## src/hw/rtl/mmgc_pkg.sv

```systemverilog
// mmgc_pkg: shared constants, opcodes, controller states and the
// command/status structs that join mmgc_ctrl and mmgc_dp. No dependencies.
package mmgc_pkg;

  localparam int MAX_VERTICES_DEF = 1024;
  localparam int MAX_EDGES_DEF    = 8192;
  localparam int MAX_ROUNDS_DEF   = 1024;

  localparam int OP_W  = 3;
  localparam int NB_W  = 10;
  localparam int WT_W  = 32;
  localparam int VX_W  = 10;
  localparam int OCL_W = 12;

  typedef enum logic [OP_W-1:0] {
    OP_ADD   = 3'd0,
    OP_CLOSE = 3'd1,
    OP_RUN   = 3'd2,
    OP_READ  = 3'd3,
    OP_CLEAR = 3'd4
  } op_t;

  typedef enum logic [4:0] {
    ST_IDLE, ST_RD_ISSUE, ST_RD_DATA,
    ST_CLR,
    ST_DM_ISSUE, ST_DM_USE,
    ST_ROUND_START,
    ST_J_ISSUE, ST_J_COL, ST_J_START,
    ST_K_ISSUE, ST_K_NBR, ST_K_CISS, ST_K_COL, ST_K_DEG,
    ST_J_VERD,
    ST_A_ISSUE, ST_A_USE,
    ST_R_END, ST_SUMMARY
  } state_t;

  typedef enum logic [1:0] { CS_VX, CS_I, CS_J } col_sel_t;
  typedef enum logic [1:0] { ES_I, ES_IM1, ES_J, ES_JM1 } end_sel_t;
  typedef enum logic { WS_I, WS_J } wt_sel_t;

  typedef struct packed {
    logic     ld_add;
    logic     ld_close;
    logic     ld_clear;
    logic     rd_latch;
    logic     out_read;
    logic     out_sum;
    logic     run_init;
    logic     clr_step;
    logic     i_inc;
    logic     i_zero;
    logic     dm_step;
    logic     round_start;
    logic     set_kend;
    logic     set_kstart;
    logic     j_latch;
    logic     set_jend;
    logic     upd_wt;
    logic     deg_chk;
    logic     ver_wr;
    logic     assign_step;
    logic     round_end;
    logic     c_step;
    col_sel_t col_sel;
    end_sel_t end_sel;
    wt_sel_t  wt_sel;
  } cmd_t;

  typedef struct packed {
    logic i_lt_n;
    logic k_lt_kend;
    logic blk;
    logic nbr_ok;
    logic col_zero;
    logic col_is_c;
    logic j_eq_i;
    logic rdeg;
    logic left_any;
    logic last_round;
    logic out_free;
  } sts_t;

endpackage

```

## src/hw/rtl/mmgc_ctrl.sv

```systemverilog
// mmgc_ctrl: sequencer for load, read and the coloring run.
// Depends on mmgc_pkg; drives mmgc_dp through cmd_t, watches sts_t.
module mmgc_ctrl import mmgc_pkg::*; (
  input  logic            clk,
  input  logic            rst_n,
  input  logic            in_valid,
  input  logic [OP_W-1:0] in_op,
  output logic            in_stall,
  input  sts_t            sts,
  output cmd_t            cmd
);
  state_t state_r, state_nxt;

  always_ff @(posedge clk) begin
    if (!rst_n) state_r <= ST_IDLE;
    else        state_r <= state_nxt;
  end

  always_comb begin
    state_nxt   = state_r;
    cmd         = '0;
    cmd.col_sel = CS_I;
    cmd.end_sel = ES_I;
    cmd.wt_sel  = WS_I;
    in_stall    = (state_r != ST_IDLE);
    case (state_r)
      ST_IDLE: begin
        if (in_valid) begin
          case (in_op)
            OP_ADD:   cmd.ld_add   = 1'b1;
            OP_CLOSE: cmd.ld_close = 1'b1;
            OP_CLEAR: cmd.ld_clear = 1'b1;
            OP_READ: begin
              cmd.rd_latch = 1'b1;
              state_nxt    = ST_RD_ISSUE;
            end
            OP_RUN: begin
              cmd.run_init = 1'b1;
              state_nxt    = ST_CLR;
            end
            default: ;
          endcase
        end
      end
      ST_RD_ISSUE: begin
        cmd.col_sel = CS_VX;
        state_nxt   = ST_RD_DATA;
      end
      ST_RD_DATA: begin
        cmd.col_sel = CS_VX;
        if (sts.out_free) begin
          cmd.out_read = 1'b1;
          state_nxt    = ST_IDLE;
        end
      end
      ST_CLR: begin
        if (sts.i_lt_n) cmd.clr_step = 1'b1;
        else begin
          cmd.i_zero = 1'b1;
          state_nxt  = ST_DM_ISSUE;
        end
      end
      ST_DM_ISSUE: begin
        cmd.end_sel = ES_I;
        state_nxt   = sts.i_lt_n ? ST_DM_USE : ST_ROUND_START;
      end
      ST_DM_USE: begin
        cmd.dm_step = 1'b1;
        state_nxt   = ST_DM_ISSUE;
      end
      ST_ROUND_START: begin
        cmd.round_start = 1'b1;
        state_nxt       = ST_J_ISSUE;
      end
      // judge pass
      ST_J_ISSUE: begin
        cmd.col_sel = CS_I;
        cmd.end_sel = ES_I;
        if (sts.i_lt_n) state_nxt = ST_J_COL;
        else begin
          cmd.i_zero = 1'b1;
          state_nxt  = ST_A_ISSUE;
        end
      end
      ST_J_COL: begin
        cmd.end_sel = ES_IM1;
        cmd.wt_sel  = WS_I;
        if (!sts.col_zero) begin
          cmd.i_inc = 1'b1;
          state_nxt = ST_J_ISSUE;
        end else begin
          cmd.set_kend = 1'b1;
          state_nxt    = ST_J_START;
        end
      end
      ST_J_START: begin
        cmd.set_kstart = 1'b1;
        state_nxt      = ST_K_ISSUE;
      end
      ST_K_ISSUE: begin
        state_nxt = (sts.k_lt_kend && !sts.blk) ? ST_K_NBR : ST_J_VERD;
      end
      ST_K_NBR: begin
        cmd.j_latch = 1'b1;
        state_nxt   = sts.nbr_ok ? ST_K_CISS : ST_K_ISSUE;
      end
      ST_K_CISS: begin
        cmd.col_sel = CS_J;
        cmd.end_sel = ES_J;
        cmd.wt_sel  = WS_J;
        state_nxt   = ST_K_COL;
      end
      ST_K_COL: begin
        cmd.end_sel = ES_JM1;
        if (sts.rdeg) begin
          if (sts.col_zero) begin
            cmd.set_jend = 1'b1;
            state_nxt    = ST_K_DEG;
          end else begin
            state_nxt = ST_K_ISSUE;
          end
        end else begin
          if ((sts.col_zero || sts.col_is_c) && !sts.j_eq_i) cmd.upd_wt = 1'b1;
          state_nxt = ST_K_ISSUE;
        end
      end
      ST_K_DEG: begin
        cmd.deg_chk = 1'b1;
        state_nxt   = ST_K_ISSUE;
      end
      ST_J_VERD: begin
        cmd.ver_wr = 1'b1;
        cmd.i_inc  = 1'b1;
        state_nxt  = ST_J_ISSUE;
      end
      // assign pass
      ST_A_ISSUE: begin
        cmd.col_sel = CS_I;
        state_nxt   = sts.i_lt_n ? ST_A_USE : ST_R_END;
      end
      ST_A_USE: begin
        cmd.assign_step = 1'b1;
        cmd.i_inc       = 1'b1;
        state_nxt       = ST_A_ISSUE;
      end
      ST_R_END: begin
        cmd.round_end = 1'b1;
        if (!sts.left_any || sts.last_round) state_nxt = ST_SUMMARY;
        else begin
          cmd.c_step = 1'b1;
          state_nxt  = ST_ROUND_START;
        end
      end
      ST_SUMMARY: begin
        if (sts.out_free) begin
          cmd.out_sum = 1'b1;
          state_nxt   = ST_IDLE;
        end
      end
      default: state_nxt = ST_IDLE;
    endcase
  end
endmodule

```

## config.mk

```make
export PLATFORM = sky130hd
export DESIGN_NAME = mmgc_ctrl
export DESIGN_NICKNAME = d
export VERILOG_FILES = /design/src/hw/rtl/mmgc_pkg.sv /design/src/hw/rtl/mmgc_ctrl.sv
export SDC_FILE = /design/constraint.sdc
export NUM_CORES = 1
export LEC_CHECK = 0
export ABC_AREA = 1
export BUFFER_PORTS_ARGS = -buffer_cell sky130_fd_sc_hd__clkbuf_2
export CORE_MARGIN = 10
export CORE_UTILIZATION = 40
export CTS_BUF_LIST = sky130_fd_sc_hd__clkbuf_8
export DETAILED_ROUTE_END_ITERATION = 16
export PLACE_DENSITY = 0.8
export RECOVER_POWER = 50
export SYNTH_ARGS = -nofsm -noshare
export SYNTH_HDL_FRONTEND = slang
export SYNTH_SLANG_ARGS = --single-unit
```

## constraint.sdc

```tcl
create_clock -name clk -period 1.3 [get_ports clk]
set_input_delay 0.195 -clock clk [delete_from_list [all_inputs] [get_ports clk]]
set_output_delay 0.195 -clock clk [all_outputs]
set_load 0.05 [all_outputs]
```

==> results of run 1 <==
-- synth_stat cells --
library cell | instances | area [um2]
nand2_1 | 30 | 112.6
inv_1 | 23 | 86.33
nor2_1 | 19 | 71.32
nand3_1 | 10 | 50.05
nor2_2 | 8 | 50.05
inv_2 | 6 | 22.52
nor3_1 | 6 | 30.03
o21ai_0 | 6 | 30.03
a21oi_1 | 5 | 25.02
dfxtp_1 | 5 | 100.1
nand2_2 | 4 | 25.02
nand4_1 | 4 | 25.02
nor4_1 | 3 | 18.77
buf_2 | 2 | 10.01
nand3_2 | 2 | 20.02
nor2_4 | 2 | 22.52
o21ai_1 | 2 | 10.01
a21oi_2 | 1 | 8.760
a41oi_1 | 1 | 8.760
buf_4 | 1 | 7.510
nand3_4 | 1 | 17.52
nand3b_1 | 1 | 7.510
-- kinds of logic after synthesis --
logic type             share of synthesized area (%)
AOI/OAI and AO/OA                              10.87
buffers and inverters                          16.64
DFF                                            13.18
and+or+nand+nor                                59.31
-- through the flow --
| stage | instance area, um2 | std cells |
|---|---|---|
| 3_3_place_gp | 1892 | 243 |
| 2_1_floorplan | 1002 | 142 |
==> impl_metrics.json, run 1 <==
{
  "synthCells": 142,
  "syn-num-nets": 159,
  "ios": 45,
  "syn_avg_cell_area_um2": 5.348,
  "die_h_um": 63.58,
  "port_buffers": 44,
  "start_util_pct": 43.05,
  "status": "stopped before the end",
  "yosysWarnings": 0,
  "rows": 15,
  "place.gp.congestion": 0.9864,
  "dieWidth_um": 63.58,
  "syn_area_um2": 759.5,
  "synth_cell_types": 22,
  "lastStage": "3_5_place_dp",
  "error": "[ERROR DPL-0038] Utilization greater than 100%, impossible to legalize",
  "synth_seq_area_share_pct": 13.18,
  "ys_ff_latch": 5
}
==> run 2, diff against run 1 <==
--- a/config.mk
+++ b/config.mk
@@ -7,11 +7,10 @@
 export LEC_CHECK = 0
 export ABC_AREA = 1
 export BUFFER_PORTS_ARGS = -buffer_cell sky130_fd_sc_hd__clkbuf_2
-export CORE_MARGIN = 10
-export CORE_UTILIZATION = 40
-export CTS_BUF_LIST = sky130_fd_sc_hd__clkbuf_8
+export CORE_AREA = 10 10 71 73
 export DETAILED_ROUTE_END_ITERATION = 16
-export PLACE_DENSITY = 0.8
+export DIE_AREA = 0 0 81 83
+export PLACE_DENSITY_LB_ADDON = 0.15
 export RECOVER_POWER = 50
 export SYNTH_ARGS = -nofsm -noshare
 export SYNTH_HDL_FRONTEND = slang
==> constraint.sdc (replaced) <==
create_clock -name clk -period 1.7 [get_ports clk]
set_input_delay 0.255 -clock clk [delete_from_list [all_inputs] [get_ports clk]]
set_output_delay 0.255 -clock clk [all_outputs]
set_load 0.05 [all_outputs]
==> run 2 against run 1 <==
Compared with the run above: the flow now finishes, with violations (negative setup slack); synthesized cell count unchanged; synthesized area did not move.
==> impl_metrics.json, run 2 <==
{
  "grt_pass1_vias": 1182,
  "yosysWarnings": 0,
  "via_per_inst": 4.512,
  "wirelength_um": 3383,
  "static-leakage-power_nw": 0.8140,
  "cp-start-kind": "flop",
  "use_met1_pct": 11.40,
  "fmax_mhz": 551.8,
  "clk_latency_ps": 220,
  "worst_slack_ps": -112.3,
  "syn_avg_cell_area_um2": 5.348,
  "synth_enable_flop_cells": 0,
  "cp.arrival_ps": 1560,
  "clockBufferDepth": 2,
  "fin_nets": 228,
  "hold_slack_ps": 327.0,
  "path_class": "reg -> out",
  "pwr_density_cell_mw_per_mm2": 927.3,
  "failed_checks": "negative setup slack",
  "port_buffers": 44,
  "final_cell_mix": "27 x nand2_1, 25 x buf_4, 21 x clkbuf_2",
  "grt_setup_unrepaired": "yes",
  "holdBufCountCts": 0,
  "grt_use_met2_pct": 17.29,
  "status": "finished, violations left",
  "async_reset_ff_share_pct": 0,
  "num_vias": 1164,
  "htreeDepth": 1,
  "fin_crit_sh_pct": 106.6,
  "die_area_mm2": 0.006723,
  "ys_ff_latch": 5,
  "clk_pin_slew_worst_paths_ps": 30,
  "drtIter0Drc": 38,
  "hp-class": "in -> reg",
  "yosysMostFrequentCell": "nand2_1",
  "start_util_pct": 20.90,
  "num_antenna_cells": 0,
  "largest-register": "state_r",
  "firstDrtPassIters": 4,
  "cts_tree": "built",
  "dpl.hpwl_um": 2811,
  "maxCapViolations": 0,
  "cp.required_ps": 1440,
  "coreArea_mm2": 0.003633,
  "fin_crit_ps": 1812,
  "synth_cell_types": 22,
  "syn_area_um2": 759.5,
  "antenna_found_initial": 0,
  "yosys-top-cells-count": "30 x nand2_1, 23 x inv_1, 19 x nor2_1",
  "cts_root_buf": "clkbuf_8",
  "dieWidth_um": 81,
  "die_h_um": 83,
  "finalClockSkew_ps": 2.227,
  "numCtsBuffers": 3,
  "final_max_slew_viol_count": 0,
  "final.setup.tns_ps": -412.8,
  "wl_per_cell_um": 13.11,
  "place.gp.congestion": 0.9079,
  "area_growth_pct": 109.4,
  "final_common_cell": "nand2_1",
  "synthCells": 142,
  "drive_gt1_share_pct": 56.19,
  "nFillCells": 407,
  "grt.met3_usage_pct": 2.478,
  "grt_busiest_layer": "met2",
  "synth_ff_type": "dfxtp_1",
  "cts_num_sinks": 5,
  "ios": 45,
  "rows": 22,
  "syn-num-nets": 159,
  "endpoint_kind": "output pin",
  "synth_seq_area_share_pct": 13.18,
  "hold_viol": 0,
  "grt_pass1_wl_um": 5526,
  "netlist.area_leader.share_pct": 14.83,
  "yosys.area.top_type": "nand2_1",
  "synth_area_leaders": "nand2_1 15%, dfxtp_1 13%, inv_1 11%, nor2_1 9.4%, nand3_1 6.6%",
  "grt_max_degree": 8,
  "worstMarginPinSlew_ps": 311.0,
  "largest_reg_flops": 5,
  "finalSetupViolations": 7,
  "grt.total_usage_pct": 9.773,
  "crit_path_max_fanout": 5,
  "ant_nets": 0,
  "top_regs": "state_r: 5 flops",
  "peakVddDrop_uv": 620.3,
  "route.detailed.drc": 0,
  "timing.slew.headroom_pct": 79.05,
  "grt-ovfl-total": 0
}
-- run 2: cell counts after synthesis --
Identical to the previous run, type by type.
-- run 2: report_power, final --
group / total [mW] / leakage, nW / switching, mW / internal [mW]
logic: 1.09 / 0.748 / 0.644 / 0.449
clock network: 0.214 / 0.0228 / 0.0537 / 0.161
registers: 0.167 / 0.0430 / 0.0223 / 0.145
total: 1.47 / 0.814 / 0.720 / 0.754
-- run 2: worst max-delay path, cell delays in order (launching register included) --
cell and delay [ps]:
dfxtp_4 350, nor2_4 140, nand2_4 70, nor2_4 130, inv_6 40, nor2_4 90
inv_4 60, nor4_4 270, buf_12 180
-- run 2: kinds of logic after synthesis --
kind of cell    after synthesis  synth area share [%]
compound gates               15                 10.87
flops                         5                 13.18
buf+inv                      32                 16.64
simple gates                 90                 59.31
-- run 2: cell type report --
class,instances,area (um2),share of cell area (%)
Sequential cell,5,110.1,6.924
Multi-Input combinational cell,105,709.4,44.61
Tap cell,48,60.06,3.777
Timing Repair Buffer,67,544.3,34.22
Clock buffer,4,45.04,2.832
Inverter,29,121.4,7.632
-- run 2: what timing repair did --
item	in CTS	in global routing
setup endpoints to repair	20	25
gates cloned	0	0
gates resized for setup	32	44
pin swaps	9	9
endpoints found under the hold margin	0	0
setup buffers	13	3
-- run 2: layer usage --
layer	up-vias	wire length [um]
met5	-	0
met4	0	11
met3	2	299
met2	37	1742
met1	531	1329
li1	594	-
-- run 2: final timing paths --
| kind | from | to | slack, ps | depth (start not counted) |
|---|---|---|---|---|
| worst max register to register | state_r[3] | state_r[0] | 140 | 7 |
| worst min-delay path | rst_n | state_r[2] | 330 | 3 |
| worst max-delay path | state_r[0] | cmd[25] | -110 | 8 |
| worst min register to register | state_r[4] | state_r[4] | 680 | 3 |
-- run 2: metrics by stage --
| stage | setup slack, ps | area [um2] | cells | power, mW | util (%) |
|---|---|---|---|---|---|
| 5_1_grt | -188.8 | 1590 | 258 | 1.582 | 43.77 |
| 3_5_place_dp | 31.22 | 1257 | 239 | 0.9547 | 34.61 |
| 2_1_floorplan | -201.7 | 895.9 | 142 | 0.7479 | - |
| 6_report | -112.3 | 1590 | 258 | 1.475 | 43.77 |
| 3_3_place_gp | 81.33 | 1257 | 239 | 0.9500 | 34.61 |
| 4_1_cts | -172.7 | 1501 | 255 | 1.398 | 41.32 |
No activity file was read; power rests on OpenSTA's default activity.
==> run 3, diff against run 2 <==
--- a/config.mk
+++ b/config.mk
@@ -6,6 +6,7 @@
 export NUM_CORES = 1
 export LEC_CHECK = 0
 export ABC_AREA = 1
+export ABC_CLOCK_PERIOD_IN_PS = 2080
 export BUFFER_PORTS_ARGS = -buffer_cell sky130_fd_sc_hd__clkbuf_2
 export CORE_AREA = 10 10 71 73
 export DETAILED_ROUTE_END_ITERATION = 16
==> constraint.sdc (replaced) <==
create_clock -name clk -period 2.08 [get_ports clk]
set_input_delay 0.312 -clock clk [delete_from_list [all_inputs] [get_ports clk]]
set_output_delay 0.312 -clock clk [all_outputs]
set_load 0.05 [all_outputs]
==> run 3 against run 2 <==
Compared with the run above: the flow now finishes without violations; routed wire length decreased by 13%; critical path depth decreased by 2; global-route usage decreased by 1.5 points; core utilization decreased by 14 points; non-clock buffer count decreased by 22; sequential share of layout area increased by 2.5 points; flip-flop and latch count unchanged; first-iteration DRC count increased by 34%; critical endpoint is now cmd[5]; largest cell class unchanged.
==> impl_metrics.json, run 3 (synthesis results as in run 2) <==
{
  "status": "complete, no violations",
  "htreeDepth": 1,
  "dpl.hpwl_um": 2568,
  "ios": 45,
  "port_buffers": 44,
  "grt.total_usage_pct": 8.305,
  "multi_input_area_um2": 549.3,
  "cp-start-kind": "flop",
  "endpoint_kind": "output pin",
  "fin_nets": 206,
  "timing.slew.headroom_pct": 59.14,
  "clockBufferDepth": 2,
  "final_area_mm2": 0.001094,
  "route.detailed.drc": 0,
  "finalSetupViolations": 0,
  "holdBufCountCts": 0,
  "instances_no_fill": 236,
  "cp.arrival_ps": 1650,
  "num_vias": 1025,
  "wl_per_cell_um": 12.51,
  "fin_crit_ps": 1961,
  "clk_pin_slew_worst_paths_ps": 30,
  "firstDrtPassIters": 4,
  "seq_area_um2": 102.6,
  "fin_util_pct": 30.10,
  "grt-ovfl-total": 0,
  "cts_num_sinks": 5,
  "wirelength_um": 2952,
  "grt_max_degree": 9,
  "area_growth_pct": 43.99,
  "path_class": "reg -> out",
  "cts_tree": "built",
  "grt_pass1_wl_um": 4623,
  "largest-register": "state_r",
  "clk_latency_ps": 220,
  "finalClockSkew_ps": 0.5279,
  "die_area_mm2": 0.006723,
  "drtIter0Drc": 51,
  "start_util_pct": 20.90,
  "cp.required_ps": 1770,
  "ant_nets": 0,
  "dp.cells": 232,
  "reg2reg_setup_slack_ps": 450,
  "dp_slack_ps": 224.9,
  "rows": 22,
  "fin_crit_sh_pct": 94.27,
  "static-leakage-power_nw": 0.6051,
  "worstMarginPinSlew_ps": 615.5,
  "final_common_cell": "clkbuf_2",
  "place.gp.congestion": 0.8598,
  "dieWidth_um": 81,
  "grt_pass1_vias": 1006,
  "nFillCells": 447,
  "post_dp_cell_area_mm2": 0.001051,
  "hold_viol": 0,
  "numCtsBuffers": 3,
  "largest_reg_flops": 5,
  "final_cell_mix": "31 x clkbuf_2, 30 x nand2_1, 23 x inv_1",
  "grt_setup_unrepaired": "no",
  "pwr_density_cell_mw_per_mm2": 748.4,
  "drive_gt1_share_pct": 35.11,
  "peakVddDrop_uv": 300.8,
  "die_h_um": 83,
  "maxCapViolations": 0,
  "via_per_inst": 4.343,
  "num_antenna_cells": 0,
  "cts_root_buf": "clkbuf_8",
  "worst_slack_ps": 119.1,
  "coreArea_mm2": 0.003633,
  "antenna_found_initial": 0,
  "top_regs": "state_r: 5 flops",
  "hp-class": "in -> reg",
  "final_max_slew_viol_count": 0,
  "fmax_mhz": 510.0,
  "crit_path_max_fanout": 7
}
==> run 3: changes by cell type in the layout (fill, tap and decap cells not counted), sizes merged <==
cell	change
clkbuf	+13
buf	-35
==> run 3: area by class of cell <==
class                   count  share of cell area [%]
clock buffers               4                   4.119
inverters                  29                   9.954
multi-input cells         105                   50.23
flip-flops and latches      5                   9.382
well taps                  48                   5.492
repair buffers             45                   20.82
==> run 3: report_power, final <==
group | switching (mW) | internal [mW] | total [mW]
Combinational | 0.359 | 0.131 | 0.489
Sequential | 0.0382 | 0.114 | 0.152
Clock | 0.0454 | 0.131 | 0.177
Total | 0.442 | 0.376 | 0.818
==> run 3: metrics by stage <==
stage               hold slack (ps)  total power [mW]  TNS (ps)
floorplan                     494.1            0.5240     -1911
global placement              598.7            0.6420         0
detailed placement            594.4            0.6377         0
CTS                           421.9            0.8212         0
global route                  442.7            0.8856         0
finish                        410.8            0.8184         0
==> run 3: path summary, 6_finish.rpt <==
check | startpoint | end | cells past startpoint
hold reg to reg | state_r[1] | state_r[1] | 2
setup / recovery | state_r[3] | cmd[5] | 6
hold / removal | rst_n | state_r[0] | 3
setup reg to reg | state_r[3] | state_r[0] | 7
==> run 3: layer usage <==
metal,track usage (%),share of wire [%],up-vias
met4,1.878,1.1,0
li1,-,-,543
met5,0,0,-
met3,2.478,7.9,4
met1,9.492,42,450
met2,14.48,49,28
==> run 3: repair_timing <==
item                                    4_1_cts  5_1_grt
endpoints found under the setup margin        1        8
gates resized for setup                       1       12
endpoints found under the hold margin         0        0
pin swaps                                     0        0
setup buffers                                 0        0
==> run 3: worst max-delay path: stages (launching register included) <==
cell and delay (ps):
dfxtp_1 380, nor2_4 200, nand2_1 140, nor2_1 260, nand2_1 110, inv_1 60
clkbuf_2 270
==> run 4, diff against run 3 <==
--- a/config.mk
+++ b/config.mk
@@ -5,9 +5,8 @@
 export SDC_FILE = /design/constraint.sdc
 export NUM_CORES = 1
 export LEC_CHECK = 0
-export ABC_AREA = 1
 export ABC_CLOCK_PERIOD_IN_PS = 2080
-export BUFFER_PORTS_ARGS = -buffer_cell sky130_fd_sc_hd__clkbuf_2
+export BUFFER_PORTS_ARGS = -buffer_cell sky130_fd_sc_hd__buf_2
 export CORE_AREA = 10 10 71 73
 export DETAILED_ROUTE_END_ITERATION = 16
 export DIE_AREA = 0 0 81 83
==> run 4 against run 3 <==
Compared with the run above: clock skew increased by 1.5 ps; synthesized area increased by 8.2%; critical path depth decreased by 2; clock-buffer cell count unchanged; hold slack got worse by 58 ps; worst setup slack about the same; synthesized cell count decreased by 7.7%; die area unchanged; sequential share of layout area decreased by 0.91 points; combinational power increased by 13%; power increased by 7.4%; via count increased by 8.4%.
==> impl_metrics.json, run 4 <==
{
  "status": "complete, no violations",
  "finalClockSkew_ps": 1.988,
  "endpoint_kind": "output pin",
  "antenna_found_initial": 0,
  "fin_util_pct": 34.54,
  "final_common_cell": "buf_2",
  "cp.required_ps": 1770,
  "num_antenna_cells": 0,
  "syn_avg_cell_area_um2": 6.275,
  "area_growth_pct": 52.66,
  "grt_pass1_wl_um": 5464,
  "syn_area_um2": 822.0,
  "synth_cell_types": 42,
  "maxCapViolations": 0,
  "fin_nets": 200,
  "start_util_pct": 22.62,
  "dieWidth_um": 81,
  "final.setup.tns_ps": 0,
  "dp_slack_ps": 160.4,
  "final_max_slew_viol_count": 0,
  "wl_per_cell_um": 14.41,
  "cp-start-kind": "flop",
  "die_h_um": 83,
  "netlist.area_leader.share_pct": 12.18,
  "clk_pin_slew_worst_paths_ps": 30,
  "via_per_inst": 4.830,
  "yosys-top-cells-count": "20 x nor2_1, 19 x nand2_1, 8 x nand2b_1",
  "timing.slew.headroom_pct": 62.32,
  "cts_root_buf": "clkbuf_8",
  "cts_num_sinks": 5,
  "yosysMostFrequentCell": "nor2_1",
  "synth_seq_area_share_pct": 12.18,
  "drtIter0Drc": 101,
  "grt_setup_unrepaired": "no",
  "synthCells": 131,
  "dpl.hpwl_um": 2715,
  "yosys.area.top_type": "dfxtp_1",
  "hold_slack_ps": 352.5,
  "static-leakage-power_nw": 0.5763,
  "largest_reg_flops": 5,
  "drive_gt1_share_pct": 46.15,
  "grt-ovfl-total": 0,
  "numCtsBuffers": 3,
  "grt_max_degree": 16,
  "ios": 45,
  "top_regs": "state_r: 5 flops",
  "synth_area_leaders": "dfxtp_1 12%, nor2_1 9.1%, nand2_1 8.7%, nand2b_1 6.1%, nand3_1 4.3%",
  "num_vias": 1111,
  "syn-num-nets": 148,
  "port_buffers": 44,
  "fin_crit_sh_pct": 94.29,
  "cp.arrival_ps": 1650,
  "route.detailed.drc": 0,
  "holdBufCountCts": 0,
  "coreArea_mm2": 0.003633,
  "peakVddDrop_uv": 216.0,
  "die_area_mm2": 0.006723,
  "instances_no_fill": 230,
  "largest-register": "state_r",
  "finalSetupViolations": 0,
  "ys_ff_latch": 5,
  "synth_ff_type": "dfxtp_1",
  "hp-class": "in -> reg",
  "fin_crit_ps": 1961,
  "clk_latency_ps": 220,
  "yosysWarnings": 0,
  "place.gp.congestion": 0.8335,
  "clockBufferDepth": 2,
  "ant_nets": 0,
  "cts_tree": "built",
  "grt.total_usage_pct": 9.560,
  "path_class": "reg -> out",
  "nFillCells": 428,
  "fmax_mhz": 509.9,
  "crit_path_max_fanout": 11,
  "rows": 22,
  "final_cell_mix": "32 x buf_2, 18 x nand2_1, 17 x nor2_1",
  "pwr_density_cell_mw_per_mm2": 700.5,
  "htreeDepth": 1,
  "dp.cells": 226,
  "worstMarginPinSlew_ps": 556.4,
  "wirelength_um": 3314,
  "async_reset_ff_share_pct": 0,
  "grt_pass1_vias": 1199,
  "hold_viol": 0,
  "firstDrtPassIters": 4,
  "worst_slack_ps": 118.7,
  "synth_enable_flop_cells": 0
}
==> run 4: critical path, stage by stage, from the launching register on <==
cell and delay [ps]:
dfxtp_2 470, nand2b_1 110, or4_4 450, nor2_4 130, buf_2 270
==> run 4: logic make-up after synthesis <==
group | after synthesis | share of synthesized area [%]
flip-flops | 5 | 12.18
AO/OA/AOI/OAI | 25 | 21.16
AND/OR/NAND/NOR | 85 | 54.49
multiplexers | 1 | 1.218
buffers and inverters | 14 | 9.894
XOR/XNOR | 1 | 1.066
==> run 4: final timing paths <==
kind,cells past startpoint,startpoint,slack [ps],endpoint
max,4,state_r[4],120,cmd[5]
min,2,rst_n,350,state_r[3]
max reg2reg,6,state_r[4],440,state_r[4]
min reg2reg,2,state_r[1],560,state_r[1]
==> run 4: final cells by class <==
type | count | area (um2) | area share (%)
clock buffers | 4 | 45.04 | 3.589
inverters | 4 | 15.01 | 1.196
multi-input cells | 112 | 705.7 | 56.23
flip-flops and latches | 5 | 106.4 | 8.475
well taps | 48 | 60.06 | 4.786
repair buffers | 57 | 322.8 | 25.72
==> run 4: where the power goes <==
group	switching [mW]	total [mW]	internal, mW
Sequential	0.0407	0.154	0.113
Combinational	0.356	0.551	0.195
Clock	0.0435	0.175	0.131
==> run 4: what timing repair did <==
action	CTS	global route
hold endpoints to repair	0	0
resized for setup	6	4
buffers inserted	0	0
setup endpoints to repair	4	5
==> run 4: metal layers <==
layer	wire [um]	track usage, %	vias up
met1	1474	12.50	487
li1	-	-	574
met5	0	0	-
met3	348	3.879	0
met2	1491	14.70	50
met4	0	0.9390	0
==> run 4: stage by stage <==
stage	power [mW]	area (um2)
global placement	0.6919	1185
CTS	0.8795	1245
floorplan	0.5270	873.3
detailed placement	0.6884	1185
finish	0.8791	1255
global route	0.9435	1255
